`src/rtl/cpid_fifo.sv`:
```
// cpid_fifo: small register queue with level output
// used between front and back and on the result side
// depends on nothing
module cpid_fifo #(
  parameter int WIDTH = 8,
  parameter int DEPTH = 4
) (
  input  logic                             clk,
  input  logic                             rst,
  input  logic                             push,
  input  logic [WIDTH-1:0]                 push_data,
  input  logic                             pop,
  output logic [WIDTH-1:0]                 pop_data,
  output logic                             full,
  output logic                             empty,
  output logic [$clog2(DEPTH+1)-1:0]       level
);
  localparam int PTR_W = (DEPTH > 1) ? $clog2(DEPTH) : 1;
  localparam int LVL_W = $clog2(DEPTH + 1);

  logic [WIDTH-1:0] mem [DEPTH];
  logic [PTR_W-1:0] wr_ptr;
  logic [PTR_W-1:0] rd_ptr;
  logic [LVL_W-1:0] count;
  logic             do_push;
  logic             do_pop;

  assign full     = (count == LVL_W'(DEPTH));
  assign empty    = (count == '0);
  assign level    = count;
  assign do_push  = push && !full;
  assign do_pop   = pop && !empty;
  assign pop_data = mem[rd_ptr];

  always_ff @(posedge clk) begin
    if (do_push) begin
      mem[wr_ptr] <= push_data;
    end
  end

  always_ff @(posedge clk) begin
    if (rst) begin
      wr_ptr <= '0;
      rd_ptr <= '0;
      count  <= '0;
    end else begin
      if (do_push) begin
        wr_ptr <= (wr_ptr == PTR_W'(DEPTH - 1)) ? '0 : wr_ptr + 1'b1;
      end
      if (do_pop) begin
        rd_ptr <= (rd_ptr == PTR_W'(DEPTH - 1)) ? '0 : rd_ptr + 1'b1;
      end
      if (do_push && !do_pop) begin
        count <= count + 1'b1;
      end else if (do_pop && !do_push) begin
        count <= count - 1'b1;
      end
    end
  end

endmodule

```
`config.mk`:
```
export PLATFORM = sky130hd
export DESIGN_NAME = cpid_fifo
export DESIGN_NICKNAME = d
export VERILOG_FILES = /design/src/rtl/cpid_fifo.sv
export SDC_FILE = /design/constraint.sdc
export NUM_CORES = 1
export LEC_CHECK = 0
export BUFFER_PORTS_ARGS = -buffer_cell sky130_fd_sc_hd__buf_2
export CAP_MARGIN = 40
export CORE_MARGIN = 10
export CORE_UTILIZATION = 55
export CTS_BUF_LIST = sky130_fd_sc_hd__clkbuf_2 sky130_fd_sc_hd__clkbuf_4 sky130_fd_sc_hd__clkbuf_8
export CTS_CLUSTER_DIAMETER = 80
export DETAILED_ROUTE_END_ITERATION = 6
export PLACE_DENSITY_LB_ADDON = 0.15
export SETUP_SLACK_MARGIN = 0.3
export SLEW_MARGIN = 15
export SYNTH_ARGS = -nofsm -noshare
export SYNTH_HDL_FRONTEND = slang
export SYNTH_SLANG_ARGS = --single-unit
export TNS_END_PERCENT = 20
```
`constraint.sdc`:
```
create_clock -name clk -period 2.4 [get_ports clk]
set_input_delay 0.36 -clock clk [delete_from_list [all_inputs] [get_ports clk]]
set_output_delay 0.36 -clock clk [all_outputs]
set_load 0.01 [all_outputs]
```
==> run_results.csv <==
group,metric,value,unit
clock_network,htreeDepth,2,
layout,antenna_cells,0,
layout,syn_to_final_growth,17.9,%
synth,synth-seq-cells,41,
detailed_routing,vias,864,
global_route,grt_pass1_vias,974,
die,dieArea,5580,sq um
detailed_routing,wl,2.77,mm
detailed_routing,dr.pass1.iters,4,
sta,timing.fmax,0.494,GHz
die,core.rowCount,19,
synth,synth.avg_cell_area,17.9,sq um
layout,final.fill_count,192,
die,floorplan.initialDensity,0.587,
sta,finalClockSkew,0.00280,ns
sta,rsz0062_at_grt,"false",
synth,synth-warning-count,0,
sta,maxSlewViolCount,0,
detailed_routing,drc,0,
clock_network,clk_path_buf_depth,2,
synth,ys.flop_type,"edfxtp_1",
detailed_routing,postRouteAntennaNets,0,
critical_path,crit_fanout,3,
synth,syn-cell-area,1650,sq um
critical_path,critPathKind,"flip-flop to flip-flop",
clock_network,clkTransAtPathRegs,0.11,ns
synth,ys_seq_area_frac,0.694,
global_route,antenna_found_initial,0,
global_route,grt_usage,0.111,
global_route,grt_max_degree,13,
sta,fin_crit_sh,0.843,
critical_path,worstSetupEndpointType,"flip-flop",
sta,finalSetupTns,0,ns
synth,async_flop_share,0,
pwr,power_density,1010,nW/um^2
critical_path,arrival,2.30,ns
global_route,grt_pass1_wl,4.50,mm
clock_network,cts_buffers,5,
critical_path,cp-start-kind,"flip-flop",
sta,maxSlewHeadroom,0.736,
clock_network,cts_sinks,41,
sta,setup_viol,0,
layout,drive_gt1_frac,0.496,
detailed_routing,viasPerCell,5.54,
place,place.gp.congestion,0.694,
die,fp.dieW,74.7,um
detailed_routing,routedWlPerCell,17.7,um
sta,tightest_slew,0.395,ns
die,coreArea,2810,sq um
sta,finalHoldViolations,0,
synth,synth_edf_count,32,
worst_hold_path,hold_path_class,"primary input to flip-flop",
critical_path,critPathRequiredTime,2.68,ns
place,dp_hpwl,2.01,mm
place,port_buffers,24,
detailed_routing,drt_iter0_markers,72,
outcome,status,"finished, final reports clean",
layout,finalNetCount,143,
clock_network,clkLatencyLatePin,0.34,ns
clock_network,cts_tree,"built",
sta,min_period,2.02,ns
flow_run,cap_violations,0,
pwr,power_leakage,0.737,nW
synth,synth_cell_types,26,
pwr,total_power,0.00196,W
die,ios,25,
global_route,gr-total-overflow,0,
clock_network,root_buffer,"clkbuf_4",
synth,syn-num-nets,111,
die,die_h,74.7,um
pwr,ir_drop,754,uV
synth,netlist_instances,92,
worst max-delay path: stages (launching register included):
cell and delay [ns]:
dfxtp_4 0.37, or3b_4 0.26, clkinv_4 0.06, nor2_4 0.11
ha_2 0.19, inv_1 0.05, fa_2 0.33, xor2_1 0.16
or3_4 0.33, a21oi_2 0.12
final cells by class:
type	count	area (sq um)	share of cell area
flip-flops and latches	41	1150	0.595
multi-input cells	42	477	0.246
repair buffers	29	158	0.0813
clock buffers	7	58.8	0.0303
well taps	31	38.8	0.0200
clock inverters	1	30.0	0.0155
inverters	5	23.8	0.0123
worst paths after layout:
check	cells past startpoint	endpoint	start	slack, ns
max	9	level[2]	level[2]	0.38
min	1	mem[2][2]	push_data[2]	0.23
max reg2reg	9	level[2]	level[2]	0.38
min reg2reg	2	wr_ptr[1]	wr_ptr[1]	0.53
cell families (layout without fill, tap and decap cells):
group                    Yosys count  count (layout)  share of synthesized area
XOR/XNOR                           2               2                     0.0106
AND/OR/NAND/NOR                   16              16                     0.0570
buffers and inverters              9              42                     0.0289
AO/OA/AOI/OAI                      7               7                     0.0304
multiplexers                      10              10                      0.122
flip-flops                        41              41                      0.694
adder cells (fa/ha/maj)            7               7                     0.0578
per-layer routing:
layer / GRT usage / vias to the layer above / part of all wire
met5: 0 / - / 0
met4: 0.0504 / 0 / 0.016
met3: 0.0460 / 5 / 0.051
met2: 0.191 / 21 / 0.51
met1: 0.118 / 424 / 0.42
li1: - / 414 / -
registers in the layout (all words and copies together) (netlist names), named ones only:
signal	cells
level	3
wr_ptr	2
rd_ptr	2
mem	32
metrics by stage:
stage                     hold WS, ns  cells  setup WS [ns]  instance area, sq um   util
after global placement          0.481    144          0.280                  1810  0.644
after CTS                       0.213    152          0.248                  1900  0.677
after floorplan                 0.459     92          0.332                  1660      -
after detailed placement        0.511    144          0.209                  1810  0.644
after global routing            0.208    156          0.272                  1940  0.691
final                           0.225    156          0.377                  1940  0.691
cell usage in the layout, fill, tap and decap left out:
| cell | Yosys | layout |
|---|---|---|
| a21oi_1 | 3 | 2 |
| a21oi_2 | 0 | 1 |
| and3_2 | 4 | 4 |
| buf_2 | 1 | 24 |
| buf_4 | 0 | 5 |
| bufinv_16 | 0 | 1 |
| clkbuf_4 | 0 | 6 |
| clkbuf_8 | 0 | 1 |
| clkinv_4 | 1 | 1 |
| dfxtp_1 | 9 | 5 |
| dfxtp_2 | 0 | 1 |
| dfxtp_4 | 0 | 3 |
| edfxtp_1 | 32 | 32 |
| fa_2 | 0 | 1 |
| ha_1 | 6 | 5 |
| ha_2 | 0 | 1 |
| inv_1 | 4 | 4 |
| mux2i_1 | 2 | 2 |
| mux4_2 | 8 | 8 |
| nand2_1 | 1 | 1 |
| nand3_1 | 2 | 2 |
| nor2_1 | 3 | 3 |
| nor2_4 | 0 | 1 |
| nor3_1 | 2 | 2 |
| o21ai_0 | 1 | 1 |
| o21ai_1 | 1 | 1 |
| o31ai_2 | 2 | 2 |
| or3_1 | 1 | 1 |
| or3_4 | 0 | 1 |
| or3b_4 | 0 | 1 |
| xor2_1 | 2 | 2 |
report_power, final:
part	leakage [nW]	switching (W)	total [W]	internal, W
registers	0.370	0.0000880	0.000964	0.000876
logic	0.319	0.000245	0.000531	0.000286
clock network	0.0489	0.000207	0.000467	0.000260
total	0.737	0.000540	0.00196	0.00142
synthesized netlist by cell type, drive strengths merged (3+ instances only):
library cell,instances,area share
dfxtp,9,0.11
ha,6,0.046
and3,4,0.018
inv,4,0.0091
mux4,8,0.11
edfxtp,32,0.58
a21oi,3,0.0091
nor2,4,0.011
buf,3,0.012
repair_timing:
action / CTS / global route
setup endpoints to repair: 9 / 1
gates resized for setup: 2 / 3
hold buffers: 0 / 0
pin swaps: 0 / 2
setup buffers: 0 / 4
Note: power is estimated with default switching activity, not from simulation.
