File: src/rtl/cpid_pkg.sv
// cpid_pkg: shared types and constants for the clamped pid controller
// register index codes, request and form codes, configuration bundle
// no dependencies
package cpid_pkg;

  localparam int GAIN_W     = 32;
  localparam int LIMIT_W    = 16;
  localparam int DRIVE_W    = 16;
  localparam int CFG_IDX_W  = 3;
  localparam int CFG_DATA_W = 32;

  // queue depths between the parts
  localparam int MID_DEPTH   = 4;
  localparam int OUT_DEPTH   = 8;
  localparam int OUT_LEVEL_W = $clog2(OUT_DEPTH + 1);

  localparam logic [CFG_IDX_W-1:0] REG_KP_GAIN     = 3'd0;
  localparam logic [CFG_IDX_W-1:0] REG_KI_GAIN     = 3'd1;
  localparam logic [CFG_IDX_W-1:0] REG_KD_GAIN     = 3'd2;
  localparam logic [CFG_IDX_W-1:0] REG_FORM_SELECT = 3'd3;
  localparam logic [CFG_IDX_W-1:0] REG_TERM_UPPER  = 3'd4;
  localparam logic [CFG_IDX_W-1:0] REG_TERM_LOWER  = 3'd5;
  localparam logic [CFG_IDX_W-1:0] REG_DRIVE_UPPER = 3'd6;
  localparam logic [CFG_IDX_W-1:0] REG_DRIVE_LOWER = 3'd7;

  localparam logic REQ_STEP  = 1'b0;
  localparam logic REQ_CLEAR = 1'b1;

  localparam logic FORM_POSITIONAL  = 1'b0;
  localparam logic FORM_INCREMENTAL = 1'b1;

  localparam logic signed [LIMIT_W-1:0] LIMIT_MAX = 16'sh7fff;
  localparam logic signed [LIMIT_W-1:0] LIMIT_MIN = 16'sh8000;

  typedef struct packed {
    logic signed [GAIN_W-1:0]  kp_gain;
    logic signed [GAIN_W-1:0]  ki_gain;
    logic signed [GAIN_W-1:0]  kd_gain;
    logic                      form_select;
    logic signed [LIMIT_W-1:0] term_upper;
    logic signed [LIMIT_W-1:0] term_lower;
    logic signed [LIMIT_W-1:0] drive_upper;
    logic signed [LIMIT_W-1:0] drive_lower;
  } cfg_t;

endpackage

File: src/rtl/cpid_front.sv
// cpid_front: accepts request words, forms the error and its differences
// keeps the error history and picks the multiplier operands per form
// depends on cpid_pkg
module cpid_front #(
  parameter int SAMPLE_WIDTH = 16
) (
  input  logic                           clk,
  input  logic                           rst,
  input  logic                           push,
  output logic                           full,
  input  logic                           req_type,
  input  logic signed [SAMPLE_WIDTH-1:0] target_value,
  input  logic signed [SAMPLE_WIDTH-1:0] measured_value,
  input  logic                           form_select,
  input  logic                           queue_full,
  output logic                           queue_push,
  output logic                           q_clear,
  output logic signed [SAMPLE_WIDTH+1:0] q_p_op,
  output logic signed [SAMPLE_WIDTH:0]   q_i_op,
  output logic signed [SAMPLE_WIDTH+2:0] q_d_op
);
  import cpid_pkg::*;

  localparam int ERR_W = SAMPLE_WIDTH + 1;
  localparam int D1_W  = SAMPLE_WIDTH + 2;
  localparam int D2_W  = SAMPLE_WIDTH + 3;

  logic signed [ERR_W-1:0] prev_error;
  logic signed [ERR_W-1:0] prev_prev_error;
  logic signed [ERR_W-1:0] err;
  logic signed [D1_W-1:0]  diff1;
  logic signed [D2_W-1:0]  diff2;
  logic                    accept;

  assign err   = ERR_W'(target_value) - ERR_W'(measured_value);
  assign diff1 = D1_W'(err) - D1_W'(prev_error);
  // second difference: err - 2*prev + prev_prev
  assign diff2 = D2_W'(err) - (D2_W'(prev_error) <<< 1) + D2_W'(prev_prev_error);

  assign accept     = push && !queue_full;
  assign full       = queue_full;
  assign queue_push = accept;
  assign q_clear    = (req_type == REQ_CLEAR);
  assign q_i_op     = err;

  always_comb begin
    if (form_select == FORM_POSITIONAL) begin
      q_p_op = D1_W'(err);
      q_d_op = D2_W'(diff1);
    end else begin
      q_p_op = diff1;
      q_d_op = diff2;
    end
  end

  always_ff @(posedge clk) begin
    if (rst) begin
      prev_error      <= '0;
      prev_prev_error <= '0;
    end else if (accept) begin
      if (req_type == REQ_CLEAR) begin
        prev_error      <= '0;
        prev_prev_error <= '0;
      end else if (form_select == FORM_POSITIONAL) begin
        prev_error <= err;
      end else begin
        prev_prev_error <= prev_error;
        prev_error      <= err;
      end
    end
  end

endmodule

File: config.mk
export PLATFORM = sky130hd
export DESIGN_NAME = cpid_front
export DESIGN_NICKNAME = d
export VERILOG_FILES = /design/src/rtl/cpid_pkg.sv /design/src/rtl/cpid_front.sv
export SDC_FILE = /design/constraint.sdc
export NUM_CORES = 1
export LEC_CHECK = 0
export ABC_CLOCK_PERIOD_IN_PS = 6090
export BUFFER_PORTS_ARGS = -buffer_cell sky130_fd_sc_hd__buf_2
export CORE_ASPECT_RATIO = 0.8
export CORE_MARGIN = 3
export CORE_UTILIZATION = 58
export CTS_BUF_LIST = sky130_fd_sc_hd__clkbuf_8
export CTS_CLUSTER_SIZE = 28
export DETAILED_ROUTE_END_ITERATION = 10
export PLACE_DENSITY = 0.84
export SYNTH_ARGS = -nofsm -noshare
export SYNTH_HDL_FRONTEND = slang
export SYNTH_SLANG_ARGS = --single-unit
File: constraint.sdc
create_clock -name clk -period 6.09 [get_ports clk]
set_input_delay 0.9135 -clock clk [delete_from_list [all_inputs] [get_ports clk]]
set_output_delay 0.9135 -clock clk [all_outputs]
set_load 0.02 [all_outputs]
==> impl_metrics.toml <==
[power_and_ir_drop]
power_leakage_nw = 2.400
total_power_mw = 1.931
irDropWorstVdd_mv = 0.1541
powerDensity_mw_per_mm2 = 368.4

[run]
max_cap_violations = 0

[clock_network]
cts_buffers = 5
worstSkewPairLatency_ns = 0.29
cts.path.max_buffers = 2
postCtsHoldBufs = 0
cts.sinks = 34
cts_max_level = 2
clk_pin_slew_ns = 0.06
cts-root-buf = "clkbuf_8"
cts_tree = "yes"

[sta]
fin_ws_ns = 0.1445
fin_crit_sh = 0.9763
fin_skew_ns = 0.006135
fmax_mhz = 168.2
worst_pin_slew_ns = 1.144
period_minus_slack_ns = 5.946
holdWs_ns = 0.4805
max_slew_margin = 0.2321
slew_viol_final = 0
hold_violations = 0
setup_viol = 0

[route]
ant_nets = 0
post_drt_wl_per_cell_microns = 16.95
drt_iter0_drc = 297
via_count = 4635
wirelength_mm = 12.99
dr.pass1.iters = 5
viasPerCell = 6.051
drcViolationCount = 0

[place]
place.port_buffers = 94
dp_hpwl_mm = 10.31
gp_congestion = 0.9880
dp_slack_ns = 0.04676

[worst_setup_path]
r2r_start = "prev_error[12]$_SDFFE_PP0P_"
cp-startpoint = "target_value[0]"
arrival_ns = 5.03
reg2reg_to = "prev_error[12]$_SDFFE_PP0P_"
cp-start-kind = "primary input"
setup.worst_path.end = "q_d_op[17]"
r2r_cells = 2
setup.reg_to_reg.worst_slack_ns = 5.24
cp.required_ns = 5.18
cp_max_fo = 5
criticalPathCategory = "in2out"
worstSetupEndpointType = "output pin"

[logic_synthesis]
ys.flop_type = "dfxtp_1"
synthCells = 564
postSynthAreaPerCell_sq_um = 7.807
synth_most_common_cell = "nor2_1"
synth_seq_area_share = 0.1546
synth_cell_type_count = 56
synth_area_leaders = "dfxtp_1, ha_1, fa_1, a21oi_1, nor2_1"
synth-seq-cells = 34
yosys.area.top_type_share = 0.1546
synth_edf_count = 0
ys_async_sr_fraction = 0
ys_top_cells_by_count = "nor2_1, inv_1, ha_1"
yosys.area.top_type = "dfxtp_1"
ys.warnings.count = 0
synth_nets = 672
netlist_area_sq_mm = 0.004403

[floorplanning]
die_w_microns = 103.4
rows = 27
dieHeight_microns = 83.93
die_area_sq_mm = 0.008679
start_util = 0.6177
core_area_sq_mm = 0.007128
ios = 95

[finish]
final_nets = 772
drive_above_1_share = 0.2271
antenna_cells = 0
final.fill_count = 587
syn2layout_area_growth_pct = 19.04

[status]
status = "finished clean"

[global_route]
grt_remaining_overflow = 0
grt.total_usage = 0.2922
grt_max_degree = 39
antenna_found_initial = 0
grt_pass1_vias = 4141
grt_pass1_wl_mm = 20.24

[hold_path]
min_path_type = "reg2reg"
==> placed cells by master (no fill, tap or decap), types with 21 or more instances in the layout <==
| cell type | count |
|---|---|
| a21oi_1 | 44 |
| ha_1 | 49 |
| buf_4 | 21 |
| nor2_1 | 55 |
| xnor2_1 | 22 |
| buf_2 | 93 |
| o21ai_0 | 24 |
| nand2_1 | 43 |
| a22oi_1 | 27 |
| dfxtp_1 | 34 |
| inv_1 | 55 |
==> report_power, final <==
part / leakage (nW) / switching (mW) / total [mW] / internal (mW)
sequential: 0.275 / 0.00508 / 0.233 / 0.228
clock: 0.0607 / 0.0781 / 0.197 / 0.119
combinational: 2.06 / 0.902 / 1.50 / 0.599
==> registers in the layout, indices dropped and copies added (netlist names) <==
name,count
prev_error,17
prev_prev_error,17
==> through the flow <==
step | util | instances | area (sq um) | setup TNS (ns)
floorplan | - | 564 | 4403 | 0
finish | 0.7353 | 766 | 5241 | 0
CTS | 0.7199 | 762 | 5131 | 0
global route | 0.7353 | 766 | 5241 | -0.1019
global placement | 0.7049 | 754 | 5025 | 0
detailed placement | 0.7049 | 754 | 5025 | 0
==> cell families (layout without fill, tap and decap cells) <==
group | count (synthesis) | count (layout) | synth area share
AO/OA/AOI/OAI | 174 | 174 | 0.2631
XOR/XNOR | 41 | 41 | 0.08326
AND/OR/NAND/NOR | 152 | 152 | 0.1577
flip-flops | 34 | 34 | 0.1546
buffers and inverters | 76 | 177 | 0.06848
adder cells (fa/ha/maj) | 70 | 70 | 0.2313
multiplexers | 17 | 17 | 0.04149
==> repair_timing <==
item                       4_1_cts  5_1_grt
setup endpoints to repair        0        6
gates resized for setup          0       19
setup buffers                    0        4
==> critical path, cell delays in order <==
cell and delay [ns]:
buf_2 0.09, inv_1 0.04, ha_1 0.15, inv_1 0.05, fa_2 0.35, a21o_1 0.23, a311oi_2 0.28, nor2_1 0.10
a211o_1 0.31, a31oi_4 0.23, xor2_2 0.20, inv_1 0.12, fa_1 0.50, ha_2 0.31, a21oi_2 0.19, nor2b_1 0.07
o21a_1 0.17, a311oi_2 0.27, xor2_1 0.18, o21ai_1 0.08, buf_4 0.19
==> layout make-up <==
class | instances | area, sq um | share of cell area
Sequential cell | 34 | 680.7 | 0.1299
Timing Repair Buffer | 114 | 623.1 | 0.1189
Multi-Input combinational cell | 454 | 3498 | 0.6675
Clock buffer | 5 | 68.82 | 0.01313
Tap cell | 101 | 126.4 | 0.02411
Clock inverter | 3 | 37.54 | 0.007162
Inverter | 55 | 206.4 | 0.03939
==> worst min-delay path by stage <==
stage	depth (start not counted)	from	endpoint	slack, ns
2_1_floorplan	2	prev_error[11]$_SDFFE_PP0P_	prev_error[11]$_SDFFE_PP0P_	0.45
3_3_place_gp	2	prev_error[11]$_SDFFE_PP0P_	prev_error[11]$_SDFFE_PP0P_	0.46
3_5_place_dp	2	prev_error[15]$_SDFFE_PP0P_	prev_error[15]$_SDFFE_PP0P_	0.47
4_1_cts	2	prev_error[15]$_SDFFE_PP0P_	prev_error[15]$_SDFFE_PP0P_	0.48
5_1_grt	2	prev_error[11]$_SDFFE_PP0P_	prev_error[11]$_SDFFE_PP0P_	0.50
6_report	2	prev_error[15]$_SDFFE_PP0P_	prev_error[15]$_SDFFE_PP0P_	0.48
==> layer usage <==
metal | vias to the layer above | track usage | share of wire
met1 | 2183 | 0.4485 | 0.46
met4 | 0 | 0.05412 | 0.0079
li1 | 2206 | - | -
met5 | - | 0 | 0
met3 | 9 | 0.03258 | 0.098
met2 | 237 | 0.4392 | 0.43
Note: power is estimated with default switching activity, not from simulation.
